--- src/rtl/hbrt_pkg.sv ---
// ----------------------------------------------------------------------------
// hbrt_pkg
// Shared types, constants and the scan-code table for the boot report tracker.
// ----------------------------------------------------------------------------
package hbrt_pkg;

    localparam int BYTE_W      = 8;
    localparam int POS_W       = 12;
    localparam int LEN_W       = 4;
    localparam int CFG_INDEX_W = 1;
    localparam int KBD_MIN_LEN = 8;
    localparam int MSE_MIN_LEN = 3;

    localparam logic [POS_W-1:0] DEFAULT_WIDTH  = 12'd640;
    localparam logic [POS_W-1:0] DEFAULT_HEIGHT = 12'd480;
    localparam logic [BYTE_W-1:0] SCAN_UNMAPPED = 8'hFF;

    localparam logic [CFG_INDEX_W-1:0] CFG_SCREEN_WIDTH  = 1'd0;
    localparam logic [CFG_INDEX_W-1:0] CFG_SCREEN_HEIGHT = 1'd1;

    typedef struct packed {
        logic [BYTE_W-1:0] modifier_bits;
        logic [BYTE_W-1:0] fresh_key;
        logic [BYTE_W-1:0] fresh_key_translated;
    } key_result_t;

    typedef struct packed {
        logic [BYTE_W-1:0] button_bits;
        logic [BYTE_W-1:0] delta_x;
        logic [BYTE_W-1:0] delta_y;
        logic [POS_W-1:0]  pointer_x;
        logic [POS_W-1:0]  pointer_y;
    } mouse_result_t;

    // usage code to scan code
    function automatic logic [BYTE_W-1:0] scan_lookup(input logic [BYTE_W-1:0] code);
        logic [BYTE_W-1:0] r;
        case (code)
            8'h04: r = 8'h00; 8'h05: r = 8'h0B; 8'h06: r = 8'h08; 8'h07: r = 8'h02;
            8'h08: r = 8'h0E; 8'h09: r = 8'h03; 8'h0A: r = 8'h05; 8'h0B: r = 8'h04;
            8'h0C: r = 8'h22; 8'h0D: r = 8'h26; 8'h0E: r = 8'h28; 8'h0F: r = 8'h25;
            8'h10: r = 8'h2E; 8'h11: r = 8'h2D; 8'h12: r = 8'h1F; 8'h13: r = 8'h23;
            8'h14: r = 8'h0C; 8'h15: r = 8'h0F; 8'h16: r = 8'h01; 8'h17: r = 8'h11;
            8'h18: r = 8'h20; 8'h19: r = 8'h09; 8'h1A: r = 8'h0D; 8'h1B: r = 8'h07;
            8'h1C: r = 8'h10; 8'h1D: r = 8'h06; 8'h1E: r = 8'h12; 8'h1F: r = 8'h13;
            8'h20: r = 8'h14; 8'h21: r = 8'h15; 8'h22: r = 8'h17; 8'h23: r = 8'h16;
            8'h24: r = 8'h1A; 8'h25: r = 8'h1C; 8'h26: r = 8'h19; 8'h27: r = 8'h1D;
            8'h28: r = 8'h24; 8'h29: r = 8'h35; 8'h2A: r = 8'h33; 8'h2B: r = 8'h30;
            8'h2C: r = 8'h31; 8'h2D: r = 8'h1B; 8'h2E: r = 8'h18; 8'h2F: r = 8'h21;
            8'h30: r = 8'h1E; 8'h31: r = 8'h2A; 8'h33: r = 8'h29;
            8'h34: r = 8'h27; 8'h35: r = 8'h32; 8'h36: r = 8'h2B; 8'h37: r = 8'h2F;
            8'h38: r = 8'h2C; 8'h39: r = 8'h39; 8'h3A: r = 8'h7A; 8'h3B: r = 8'h78;
            8'h3C: r = 8'h63; 8'h3D: r = 8'h76; 8'h3E: r = 8'h60; 8'h3F: r = 8'h61;
            8'h40: r = 8'h62; 8'h41: r = 8'h64; 8'h42: r = 8'h65; 8'h43: r = 8'h6D;
            8'h44: r = 8'h67; 8'h45: r = 8'h6F;
            8'h49: r = 8'h72; 8'h4A: r = 8'h73; 8'h4B: r = 8'h74;
            8'h4C: r = 8'h75; 8'h4D: r = 8'h77; 8'h4E: r = 8'h79; 8'h4F: r = 8'h7C;
            8'h50: r = 8'h7B; 8'h51: r = 8'h7D; 8'h52: r = 8'h7E; 8'h53: r = 8'h47;
            8'h54: r = 8'h4B; 8'h55: r = 8'h43; 8'h56: r = 8'h4E; 8'h57: r = 8'h45;
            8'h58: r = 8'h4C; 8'h59: r = 8'h53; 8'h5A: r = 8'h54; 8'h5B: r = 8'h55;
            8'h5C: r = 8'h56; 8'h5D: r = 8'h57; 8'h5E: r = 8'h58; 8'h5F: r = 8'h59;
            8'h60: r = 8'h5B; 8'h61: r = 8'h5C; 8'h62: r = 8'h52; 8'h63: r = 8'h41;
            8'h67: r = 8'h51;
            8'h68: r = 8'h69; 8'h69: r = 8'h6B; 8'h6A: r = 8'h71; 8'h6B: r = 8'h6A;
            8'h6C: r = 8'h40; 8'h6D: r = 8'h4F; 8'h6E: r = 8'h50; 8'h6F: r = 8'h5A;
            8'hE0: r = 8'h3B; 8'hE1: r = 8'h38; 8'hE2: r = 8'h3A; 8'hE3: r = 8'h37;
            8'hE4: r = 8'h3E; 8'hE5: r = 8'h3C; 8'hE6: r = 8'h3D; 8'hE7: r = 8'h36;
            default: r = SCAN_UNMAPPED;
        endcase
        return r;
    endfunction

endpackage

--- src/rtl/hbrt_key_tracker.sv ---
// ----------------------------------------------------------------------------
// hbrt_key_tracker
// Keeps the current and previous keyboard reports and finds the first newly
// pressed key of the updated state, with its scan-code translation.
// ----------------------------------------------------------------------------
module hbrt_key_tracker #(
    parameter int KEY_SLOTS = 6
) (
    input  logic                                  clk,
    input  logic                                  rst_n,
    input  logic                                  load,
    input  logic [hbrt_pkg::BYTE_W-1:0]           modifier,
    input  logic [KEY_SLOTS-1:0][hbrt_pkg::BYTE_W-1:0] keys,
    output hbrt_pkg::key_result_t                 result
);
    import hbrt_pkg::*;

    logic [BYTE_W-1:0]                 mod_reg,  mod_next;
    logic [KEY_SLOTS-1:0][BYTE_W-1:0]  cur_reg,  cur_next;
    logic [KEY_SLOTS-1:0][BYTE_W-1:0]  prev_reg, prev_next;
    logic [KEY_SLOTS-1:0]              seen;
    logic [BYTE_W-1:0]                 fresh;

    always_comb
    begin
        mod_next  = mod_reg;
        cur_next  = cur_reg;
        prev_next = prev_reg;
        if (load)
        begin
            mod_next  = modifier;
            cur_next  = keys;
            prev_next = cur_reg;
        end
    end

    always_ff @(posedge clk or negedge rst_n)
    begin
        if (!rst_n)
        begin
            mod_reg  <= '0;
            cur_reg  <= '0;
            prev_reg <= '0;
        end
        else
        begin
            mod_reg  <= mod_next;
            cur_reg  <= cur_next;
            prev_reg <= prev_next;
        end
    end

    // result reflects the state after this word's update
    always_comb
    begin
        seen  = '0;
        fresh = '0;
        for (int i = 0; i < KEY_SLOTS; i++)
        begin
            for (int j = 0; j < KEY_SLOTS; j++)
            begin
                if (prev_next[j] == cur_next[i])
                begin
                    seen[i] = 1'b1;
                end
            end
        end
        for (int i = KEY_SLOTS - 1; i >= 0; i--)
        begin
            if ((cur_next[i] != '0) && !seen[i])
            begin
                fresh = cur_next[i];
            end
        end
    end

    assign result.modifier_bits        = mod_next;
    assign result.fresh_key            = fresh;
    assign result.fresh_key_translated = scan_lookup(fresh);

endmodule

--- src/rtl/hbrt_pointer.sv ---
// ----------------------------------------------------------------------------
// hbrt_pointer
// Holds the last mouse report and the pointer position, clamped to the
// screen bounds.
// ----------------------------------------------------------------------------
module hbrt_pointer (
    input  logic                          clk,
    input  logic                          rst_n,
    input  logic                          load,
    input  logic [hbrt_pkg::BYTE_W-1:0]   buttons,
    input  logic [hbrt_pkg::BYTE_W-1:0]   dx,
    input  logic [hbrt_pkg::BYTE_W-1:0]   dy,
    input  logic [hbrt_pkg::POS_W-1:0]    bound_x,
    input  logic [hbrt_pkg::POS_W-1:0]    bound_y,
    output hbrt_pkg::mouse_result_t       result
);
    import hbrt_pkg::*;

    localparam int SUM_W = POS_W + 2;

    logic [BYTE_W-1:0] btn_reg, btn_next;
    logic [BYTE_W-1:0] dx_reg,  dx_next;
    logic [BYTE_W-1:0] dy_reg,  dy_next;
    logic [POS_W-1:0]  px_reg,  px_next;
    logic [POS_W-1:0]  py_reg,  py_next;

    function automatic logic [POS_W-1:0] move_axis(
        input logic [POS_W-1:0]  pos,
        input logic [BYTE_W-1:0] delta,
        input logic [POS_W-1:0]  bound
    );
        logic signed [SUM_W-1:0] sum;
        logic [POS_W-1:0]        r;
        sum = $signed({2'b00, pos}) + $signed({{(SUM_W-BYTE_W){delta[BYTE_W-1]}}, delta});
        if (sum < 0)
        begin
            r = '0;
        end
        else if (sum >= $signed({2'b00, bound}))
        begin
            r = bound - POS_W'(1);
        end
        else
        begin
            r = sum[POS_W-1:0];
        end
        return r;
    endfunction

    always_comb
    begin
        btn_next = btn_reg;
        dx_next  = dx_reg;
        dy_next  = dy_reg;
        px_next  = px_reg;
        py_next  = py_reg;
        if (load)
        begin
            btn_next = buttons;
            dx_next  = dx;
            dy_next  = dy;
            px_next  = move_axis(px_reg, dx, bound_x);
            py_next  = move_axis(py_reg, dy, bound_y);
        end
    end

    always_ff @(posedge clk or negedge rst_n)
    begin
        if (!rst_n)
        begin
            btn_reg <= '0;
            dx_reg  <= '0;
            dy_reg  <= '0;
            px_reg  <= '0;
            py_reg  <= '0;
        end
        else
        begin
            btn_reg <= btn_next;
            dx_reg  <= dx_next;
            dy_reg  <= dy_next;
            px_reg  <= px_next;
            py_reg  <= py_next;
        end
    end

    assign result.button_bits = btn_next;
    assign result.delta_x     = dx_next;
    assign result.delta_y     = dy_next;
    assign result.pointer_x   = px_next;
    assign result.pointer_y   = py_next;

endmodule

--- src/rtl/hid_boot_report_tracker.sv ---
// ----------------------------------------------------------------------------
// hid_boot_report_tracker
// Boot-protocol keyboard/mouse report tracker with pointer clamping.
// ----------------------------------------------------------------------------
// One word in, one word out. A report is taken into an input register; once
// the output register is free or being drained, it updates the keyboard or
// pointer state and lands in the output register. A new word is accepted
// every cycle while the output side keeps up; throughput is set by the single
// input-to-output register stage. m_tuser is 1 when the report was long enough
// to update state. Screen size writes take effect on the next mouse report.
module hid_boot_report_tracker #(
    parameter int KEY_SLOTS = 6
) (
    input  logic                                 clk,
    input  logic                                 rst_n,
    input  logic                                 s_tvalid,
    output logic                                 s_tready,
    input  logic [71:0]                          s_tdata,  // report_length, byte_0..byte_7
    input  logic                                 s_tuser,  // is_mouse
    output logic                                 m_tvalid,
    input  logic                                 m_tready,
    // modifier_bits, fresh_key, fresh_key_translated, button_bits,
    // delta_x, delta_y, pointer_x, pointer_y
    output logic [71:0]                          m_tdata,
    output logic                                 m_tuser,  // accepted
    input  logic                                 cfg_valid,
    output logic                                 cfg_ready,
    input  logic [hbrt_pkg::CFG_INDEX_W-1:0]     cfg_index,
    input  logic [hbrt_pkg::POS_W-1:0]           cfg_data
);
    import hbrt_pkg::*;

    localparam int IN_W = LEN_W + 8 * BYTE_W;

    logic              in_valid_reg;
    logic              in_mouse_reg;
    logic [IN_W-1:0]   in_data_reg;
    logic              out_valid_reg;
    logic              out_user_reg;
    logic [71:0]       out_data_reg;
    logic [POS_W-1:0]  width_reg;
    logic [POS_W-1:0]  height_reg;

    logic              advance;
    logic              s_accept;
    logic [LEN_W-1:0]  len;
    logic [7:0][BYTE_W-1:0] bytes;
    logic [KEY_SLOTS-1:0][BYTE_W-1:0] keys;
    logic              kbd_load;
    logic              mse_load;
    logic [POS_W-1:0]  bound_x;
    logic [POS_W-1:0]  bound_y;
    key_result_t       key_res;
    mouse_result_t     mse_res;

    assign advance   = in_valid_reg && (!out_valid_reg || m_tready);
    assign s_tready  = !in_valid_reg || advance;
    assign s_accept  = s_tvalid && s_tready;
    assign cfg_ready = 1'b1;

    assign len   = in_data_reg[LEN_W-1:0];
    assign bytes = in_data_reg[IN_W-1:LEN_W];

    always_comb
    begin
        for (int i = 0; i < KEY_SLOTS; i++)
        begin
            keys[i] = bytes[2 + i];
        end
    end

    assign kbd_load = advance && !in_mouse_reg && (len >= LEN_W'(KBD_MIN_LEN));
    assign mse_load = advance &&  in_mouse_reg && (len >= LEN_W'(MSE_MIN_LEN));
    assign bound_x  = (width_reg  == '0) ? DEFAULT_WIDTH  : width_reg;
    assign bound_y  = (height_reg == '0) ? DEFAULT_HEIGHT : height_reg;

    hbrt_key_tracker #(
        .KEY_SLOTS (KEY_SLOTS)
    ) u_keys (
        .clk      (clk),
        .rst_n    (rst_n),
        .load     (kbd_load),
        .modifier (bytes[0]),
        .keys     (keys),
        .result   (key_res)
    );

    hbrt_pointer u_pointer (
        .clk     (clk),
        .rst_n   (rst_n),
        .load    (mse_load),
        .buttons (bytes[0]),
        .dx      (bytes[1]),
        .dy      (bytes[2]),
        .bound_x (bound_x),
        .bound_y (bound_y),
        .result  (mse_res)
    );

    always_ff @(posedge clk or negedge rst_n)
    begin
        if (!rst_n)
        begin
            in_valid_reg  <= 1'b0;
            out_valid_reg <= 1'b0;
            width_reg     <= DEFAULT_WIDTH;
            height_reg    <= DEFAULT_HEIGHT;
        end
        else
        begin
            if (s_tready)
            begin
                in_valid_reg <= s_tvalid;
            end
            if (advance)
            begin
                out_valid_reg <= 1'b1;
            end
            else if (m_tready)
            begin
                out_valid_reg <= 1'b0;
            end
            if (cfg_valid && cfg_ready)
            begin
                case (cfg_index)
                    CFG_SCREEN_WIDTH:  width_reg  <= cfg_data;
                    CFG_SCREEN_HEIGHT: height_reg <= cfg_data;
                    default: ;
                endcase
            end
        end
    end

    always_ff @(posedge clk)
    begin
        if (s_accept)
        begin
            in_mouse_reg <= s_tuser;
            in_data_reg  <= s_tdata[IN_W-1:0];
        end
        if (advance)
        begin
            out_user_reg <= kbd_load || mse_load;
            out_data_reg <= {mse_res.pointer_y, mse_res.pointer_x,
                             mse_res.delta_y, mse_res.delta_x, mse_res.button_bits,
                             key_res.fresh_key_translated, key_res.fresh_key,
                             key_res.modifier_bits};
        end
    end

    assign m_tvalid = out_valid_reg;
    assign m_tdata  = out_data_reg;
    assign m_tuser  = out_user_reg;

endmodule

--- config.mk ---
export PLATFORM = sky130hd
export DESIGN_NAME = hid_boot_report_tracker
export DESIGN_NICKNAME = d
export VERILOG_FILES = /design/src/rtl/hbrt_pkg.sv /design/src/rtl/hbrt_key_tracker.sv /design/src/rtl/hbrt_pointer.sv /design/src/rtl/hid_boot_report_tracker.sv
export SDC_FILE = /design/constraint.sdc
export NUM_CORES = 1
export LEC_CHECK = 0
export ABC_AREA = 1
export BUFFER_PORTS_ARGS = -buffer_cell sky130_fd_sc_hd__buf_2
export CAP_MARGIN = 10
export CORE_UTILIZATION = 62
export CTS_CLUSTER_SIZE = 40
export DETAILED_ROUTE_END_ITERATION = 10
export PLACE_DENSITY = 0.79
export REMOVE_ABC_BUFFERS = 1
export SETUP_SLACK_MARGIN = 0.5
export SKIP_CTS_REPAIR_TIMING = 1
export SLEW_MARGIN = 40
export SYNTH_ARGS = -nofsm -noshare
export SYNTH_HDL_FRONTEND = slang
export SYNTH_SLANG_ARGS = --single-unit
export TNS_END_PERCENT = 1
--- constraint.sdc ---
create_clock -name clk -period 5.25 [get_ports clk]
set_input_delay 0.7875 -clock clk [delete_from_list [all_inputs] [get_ports clk]]
set_output_delay 0.7875 -clock clk [all_outputs]
set_load 0.05 [all_outputs]
==> Word level (Yosys, flattened, before mapping) <==
Memories as Yosys holds them, arrays and structs flattened. A register that Yosys moved wholly into a read port is not among the register bits.
Index checks and enable logic that the tools add are counted.
{ "classes": {"n_div": 0, "n_mul": 0, "shift": 0, "magnitude_cmp": 6, "muxes": 58, "addsub": 4, "reduce_logical": 35, "bitwise_logic": 1, "eq_ne": 36} }
{ "ops": {"columns": ["cell", "count"], "rows": [
  ["equality test 8 bit", 36],
  ["2-to-1 mux 12 bit", 8],
  ["2-to-1 mux 48 bit", 2],
  ["2-to-1 mux 8 bit", 10],
  ["nonzero test 8 bit", 6],
  ["2-to-1 mux 1 bit", 38],
  ["adder 13 x 8 -> 14 bit", 2],
  ["greater-or-equal comparator 14 x 13 -> 1 bit", 2],
  ["< comparator 14 x 1 -> 1 bit, second input constant", 2],
  ["zero test 12 bit", 2],
  ["subtractor 12 x 1 -> 12 bit, second input constant", 2],
  ["logical AND 1 bit", 12],
  ["zero test 1 bit", 9],
  ["greater-or-equal comparator 4 x 2 -> 1 bit, second input constant", 1],
  ["greater-or-equal comparator 4 bit, second input constant", 1],
  ["AND reduction 2 bit", 2],
  ["logical OR 1 bit", 3],
  ["nonzero test 2 bit", 1],
  ["NOT 1 bit", 1]
]} }
{ "word_totals": {"wordCells": 167, "memories": 1, "input_bits": 91, "latchBits": 0, "mem_bits_rw": 0, "register_bits": 320, "mem_bits_ro": 2048, "out_inout_bits": 76} }
{ "mem_list": {"columns": ["name", "depth", "word_bits", "read_ports", "rd_clocked_by_memory_dff", "wr", "line_no", "rtl"], "rows": [
  ["(no name shown)", 256, 8, 1, 1, 0, "hbrt_pkg.sv:38", "case (code)"]
]} }

==> Longest topological paths before layout <==
{ "logic_depth": {"depth_word": 21, "mapped_depth": 36, "mapped_depth_nobuf": 34} }

==> By module <==
A second synthesis with hierarchy kept.
{ "hier_totals": {"cells_unflattened": 2948, "area_unflattened_um2": 21295.4} }
{ "modules_own_cells": {"columns": ["module", "area_each_um2", "seq_area_each_um2", "n_inst", "cells_per_inst"], "rows": [
  ["hbrt_key_tracker", 11294.6, 2602.5, 1, 1999],
  ["hid_boot_report_tracker", 5611.6, 4922.2, 1, 307],
  ["hbrt_pointer", 4389.2, 1201.2, 1, 642]
]} }

==> Worst setup path before layout <==
Ideal clock, no wire load.
{ "synth_timing": {"path_type": "input -> register", "startpoint": "in m_tready", "endpoint": "reg out_data_reg[17] (netlist: m_tdata[17]), data pin", "t_arrival_ps": 4240, "path_slack_ps": 754, "required_time_ps": 4994, "setup_ps": 256, "path_buffers": 2, "path_stages": 31, "path_cell_list": "inv_2 > a21oi_4 > buf_4 > buf_4 > nand3_1 > nand2_2 > nand2_1 > nand2_1 > inv_1 > and2_1 > nand3_1 > nand3_1 > nor2_4 > nand3_1 > nand2_1 > nand2_1 > nand2_1 > nand2_1 > o21ai_0 > ha_1 > inv_1 > nand3_1 > inv_1 > nand2_1 > nand2_1 > nor2_1 > nor2_1 > nor2_1 > nand2_1 > nand3_1 > nand2_1"} }
{ "synth_rtl": {"columns": ["item", "line_no", "rtl"], "rows": [
  ["from (decl)", "hid_boot_report_tracker.sv:21", "input logic m_tready,"],
  ["to (decl)", "hid_boot_report_tracker.sv:40", "logic [71:0] out_data_reg;"]
]} }

==> impl_summary.md <==
Timing
Setup repair after global routing could not meet its margin everywhere. The period utilization is 88.56%. Clock skew on the completed layout was measured at 0.02611 ns.

Setup slack on the critical path of the routed design comes to 0.6004 ns. The post-route minimum period is 4.650 ns. The count of final setup violators is 0.

The worst slew slack as a fraction of its limit is 48.67%. Hold timing on the final database bottoms out at a slack of 0.1738 ns. At the pin with the least slew margin, the transition time is 0.7700 ns.

The total count of max-transition violations in the final report is 0. The final hold violation count is 0. For this run, the top clock speed supported by timing is 215.1 MHz.

Global route
The combined global-route utilization of all metal layers is 41.29%. The largest net degree at the start of global routing is 130. The total global routing overflow is 0. The number of global-route vias before repair is 20690.

The number of antenna violations at the first check in global routing came to 0. The first-pass GRT wire length is 111400 µm.

Finish
The count of nets after finishing is 3283. The number of diodes added for antenna fixing is 0. The post-route netlist has 17.87% of its cells at a drive strength greater than 1. Measured on the finished design, the core utilization comes to 73.85%.

The area growth from synthesis to final layout is 17.07%. The register with the most flip-flops in the layout has 72 of them. The total of fill cells in the finished design is 2476.

Synthesis
The area fraction of the dominant cell type after synthesis is 20.51%. The adder and majority gate portion of the synthesized area is 3.798%. Sorting the synthesized cells by how often they occur yields nand2_1, inv_1, nand3_1.

The per-instance average area after synthesis is 7.419 µm². In the synthesized netlist, mux cells make up 0% of the area. The portion of the post-synthesis area used by sequential elements is 41.25%.

Yosys attributes the largest share of cell area to nand2_1, dfrtp_1, edfxtp_1, nand3_1, inv_1. The largest family of logic cells by synthesized area is simple AND/OR/NAND/NOR gates. The synthesized netlist occupies a cell area of 21150 µm². The cell taking the most area after synthesis is nand2_1. The number of synthesis warnings is 0. In the post-synthesis netlist, the cell with the most instances is nand2_1. The number of distinct library cells after synthesis is 55.

The post-synthesis instance total is 2851. The dominant register cell in the synthesized netlist is dfrtp_1. The synthesized netlist devotes 33.46% of its cell area to simple gates.

After synthesis the netlist holds a flip-flop and latch count of 320. The number of enable-type register cells in the synthesized netlist is 142. The complex-gate fraction of the synthesized area is 8.719%. The xor/xnor share of the synthesized area is 4.555%. Counting flops with an async set or reset pin after synthesis yields a share of 55.63%.

Floorplanning
The vertical extent of the die is 186.7 µm. The die is 186.7 µm wide. The cell row count is 67.

The total I/O pin count is 167. The starting utilization of the core area is 63.08%. The die covers 34860 µm².

In this run the standard cell core region covers 33530 µm².

Power and ir drop
The power consumption is 15640 µW. The fraction of power consumed by sequential logic is 23.7%. VDD sags by at most 0.4784 mV. For this design the total switching power over the nets is 7726 µW. The internal cell power is 7919 µW. Net switching is 49.38% of the power.

The power per cell area is 631.8 nW/µm². The standby leakage power is 0.01256 µW. Of the total power, the clock network draws 16.4%. The fraction of power consumed by combinational cells is 59.8%.

Worst setup path
The data required time of the worst path is 5.57 ns. Counting stages on the worst path, the most repeated cell is nand2_1. The cell with the largest stage delay on the worst path is edfxtp_1. Together, buffers and inverters on the worst path number 5. The worst setup path is of the flip-flop to flip-flop kind. The arrival time of the worst setup path is 4.97 ns. The launching element of the worst setup path is in_mouse_reg$_DFFE_PP_. The startpoint of the worst-slack reg-to-reg timing path is in_mouse_reg$_DFFE_PP_.

Among cell families on the critical path, the largest total delay comes from simple AND/OR/NAND/NOR gates. The highest fanout seen on the critical path is 63. The largest single stage delay on the critical path is 0.43 ns. The worst setup path is captured at a flip-flop. The startpoint type of the worst setup path is a flip-flop.

Placement
The worst-case setup slack after placement is 0.1866 ns. Buffers placed on the I/O ports in this run total 161. At the end of routability-driven placement, the weighted congestion stood at 1.113. The HPWL after detailed placement is 52010 µm.

Clock network
The total number of H-tree levels is 2. The total clock buffers created by CTS is 36. The clock reaches the later pin of the worst-skew pair after 0.57 ns. Counting along the longest clock path gives a buffer depth of 3. The tree is rooted in a clkbuf_16. The CTS tree is yes. The clock sink count is 320. The clock-pin slew on the worst setup and hold paths is 0.06 ns.

Route
In the routed design, unresolved DRC markers number 0. The via total after detailed routing is 21330. The final layout contains routed wiring with a total length of 72530 µm. In the final routed layout, each cell accounts on average for 20.12 µm. For this block, the initial DRC count from the detailed router was 2339. The number of nets with antenna violations after detailed routing is 0. The vias per cell is 5.916. The number of iterations in the first detailed-routing pass is 6.

Run
Max-cap violations in this run came to 0.

Status
The flow ran to the end, and the final reports show no timing, DRC or antenna violations.

Hold path
The class of the tightest hold or removal check is input port to async pin.
-- worst paths after layout --
check / end / slack, ns / cells after the start
max: m_tdata[16]$_DFFE_PN_ / 0.60 / 32
min: u_keys.prev_reg[18]$_DFF_PN0_ / 0.17 / 1
max reg2reg: m_tdata[16]$_DFFE_PN_ / 0.60 / 32
min reg2reg: u_pointer.dx_reg[5]$_DFF_PN0_ / 0.48 / 2
max in group asynchronous: u_keys.prev_reg[28]$_DFF_PN0_ / 3.95 / 2
min in group clk: in_data_reg[12]$_DFFE_PP_ / 0.38 / 1
-- cells by family after synthesis --
group,count (synthesis)
and+or+nand+nor,1690
other,1
adders and majority gates,63
buffers and inverters,384
xor gates and xnor gates,110
AOI/OAI and AO/OA,283
DFF,320
-- metal layers --
layer | part of all wire, % | vias to the layer above | global-route usage [%]
met4 | 6.3 | 0 | 24.21
met3 | 9.5 | 346 | 8.445
met2 | 47 | 1294 | 66.88
li1 | - | 9733 | -
met1 | 37 | 9955 | 51.35
met5 | 0 | - | 0
-- worst reg2reg max path: cells and delay by family, from the launching register on --
family,cells,cell delay [ns]
fa+ha+maj,1,0.35
buf+inv,5,0.71
flops,1,0.43
simple gates,26,2.92
-- stage by stage --
step	instance area (µm²)	setup TNS, ns	cells
6_report	24760	0	3605
5_1_grt	24760	0	3605
4_1_cts	24380	0	3592
3_5_place_dp	23180	0	3526
3_3_place_gp	23180	0	3526
2_1_floorplan	20550	-71.77	2769
-- layout by cell type (no fill, tap or decap), types with 15 or more instances in the layout --
master	Yosys	layout
nand2_1	1156	1149
inv_1	274	273
nand3_1	214	212
dfrtp_1	172	171
buf_2	17	160
buf_4	17	147
edfxtp_1	142	142
nor2_1	152	139
o21ai_0	105	97
ha_1	61	61
xor2_1	55	55
nand4_1	55	55
xnor2_1	55	55
nand2_2	49	52
a21oi_1	44	42
clkbuf_16	0	40
o21ai_1	34	33
nor3_1	30	29
o21ai_2	33	28
inv_2	27	27
o21ai_4	11	25
o211ai_1	24	24
nor2_2	2	15
-- power groups by stage --
stage | combinational [µW] | sequential (µW) | clock, µW
floorplan | 5280 | 4110 | 0
global placement | 8580 | 3670 | 0
CTS | 8900 | 3680 | 2580
finish | 9360 | 3710 | 2570
global route | 10100 | 3760 | 2680
detailed placement | 8790 | 3710 | 0
-- layout make-up --
class / count / area, µm² / share of cell area, %
clock buffer: 50 / 1037 / 4.189
clock inverter: 16 / 162.7 / 0.6569
tap: 448 / 560.5 / 2.264
sequential: 320 / 8727 / 35.24
inverter: 302 / 1135 / 4.583
multi-input combinational: 2147 / 10930 / 44.15
timing repair buffer: 322 / 2207 / 8.913
Power figures use the tool's default switching activity.
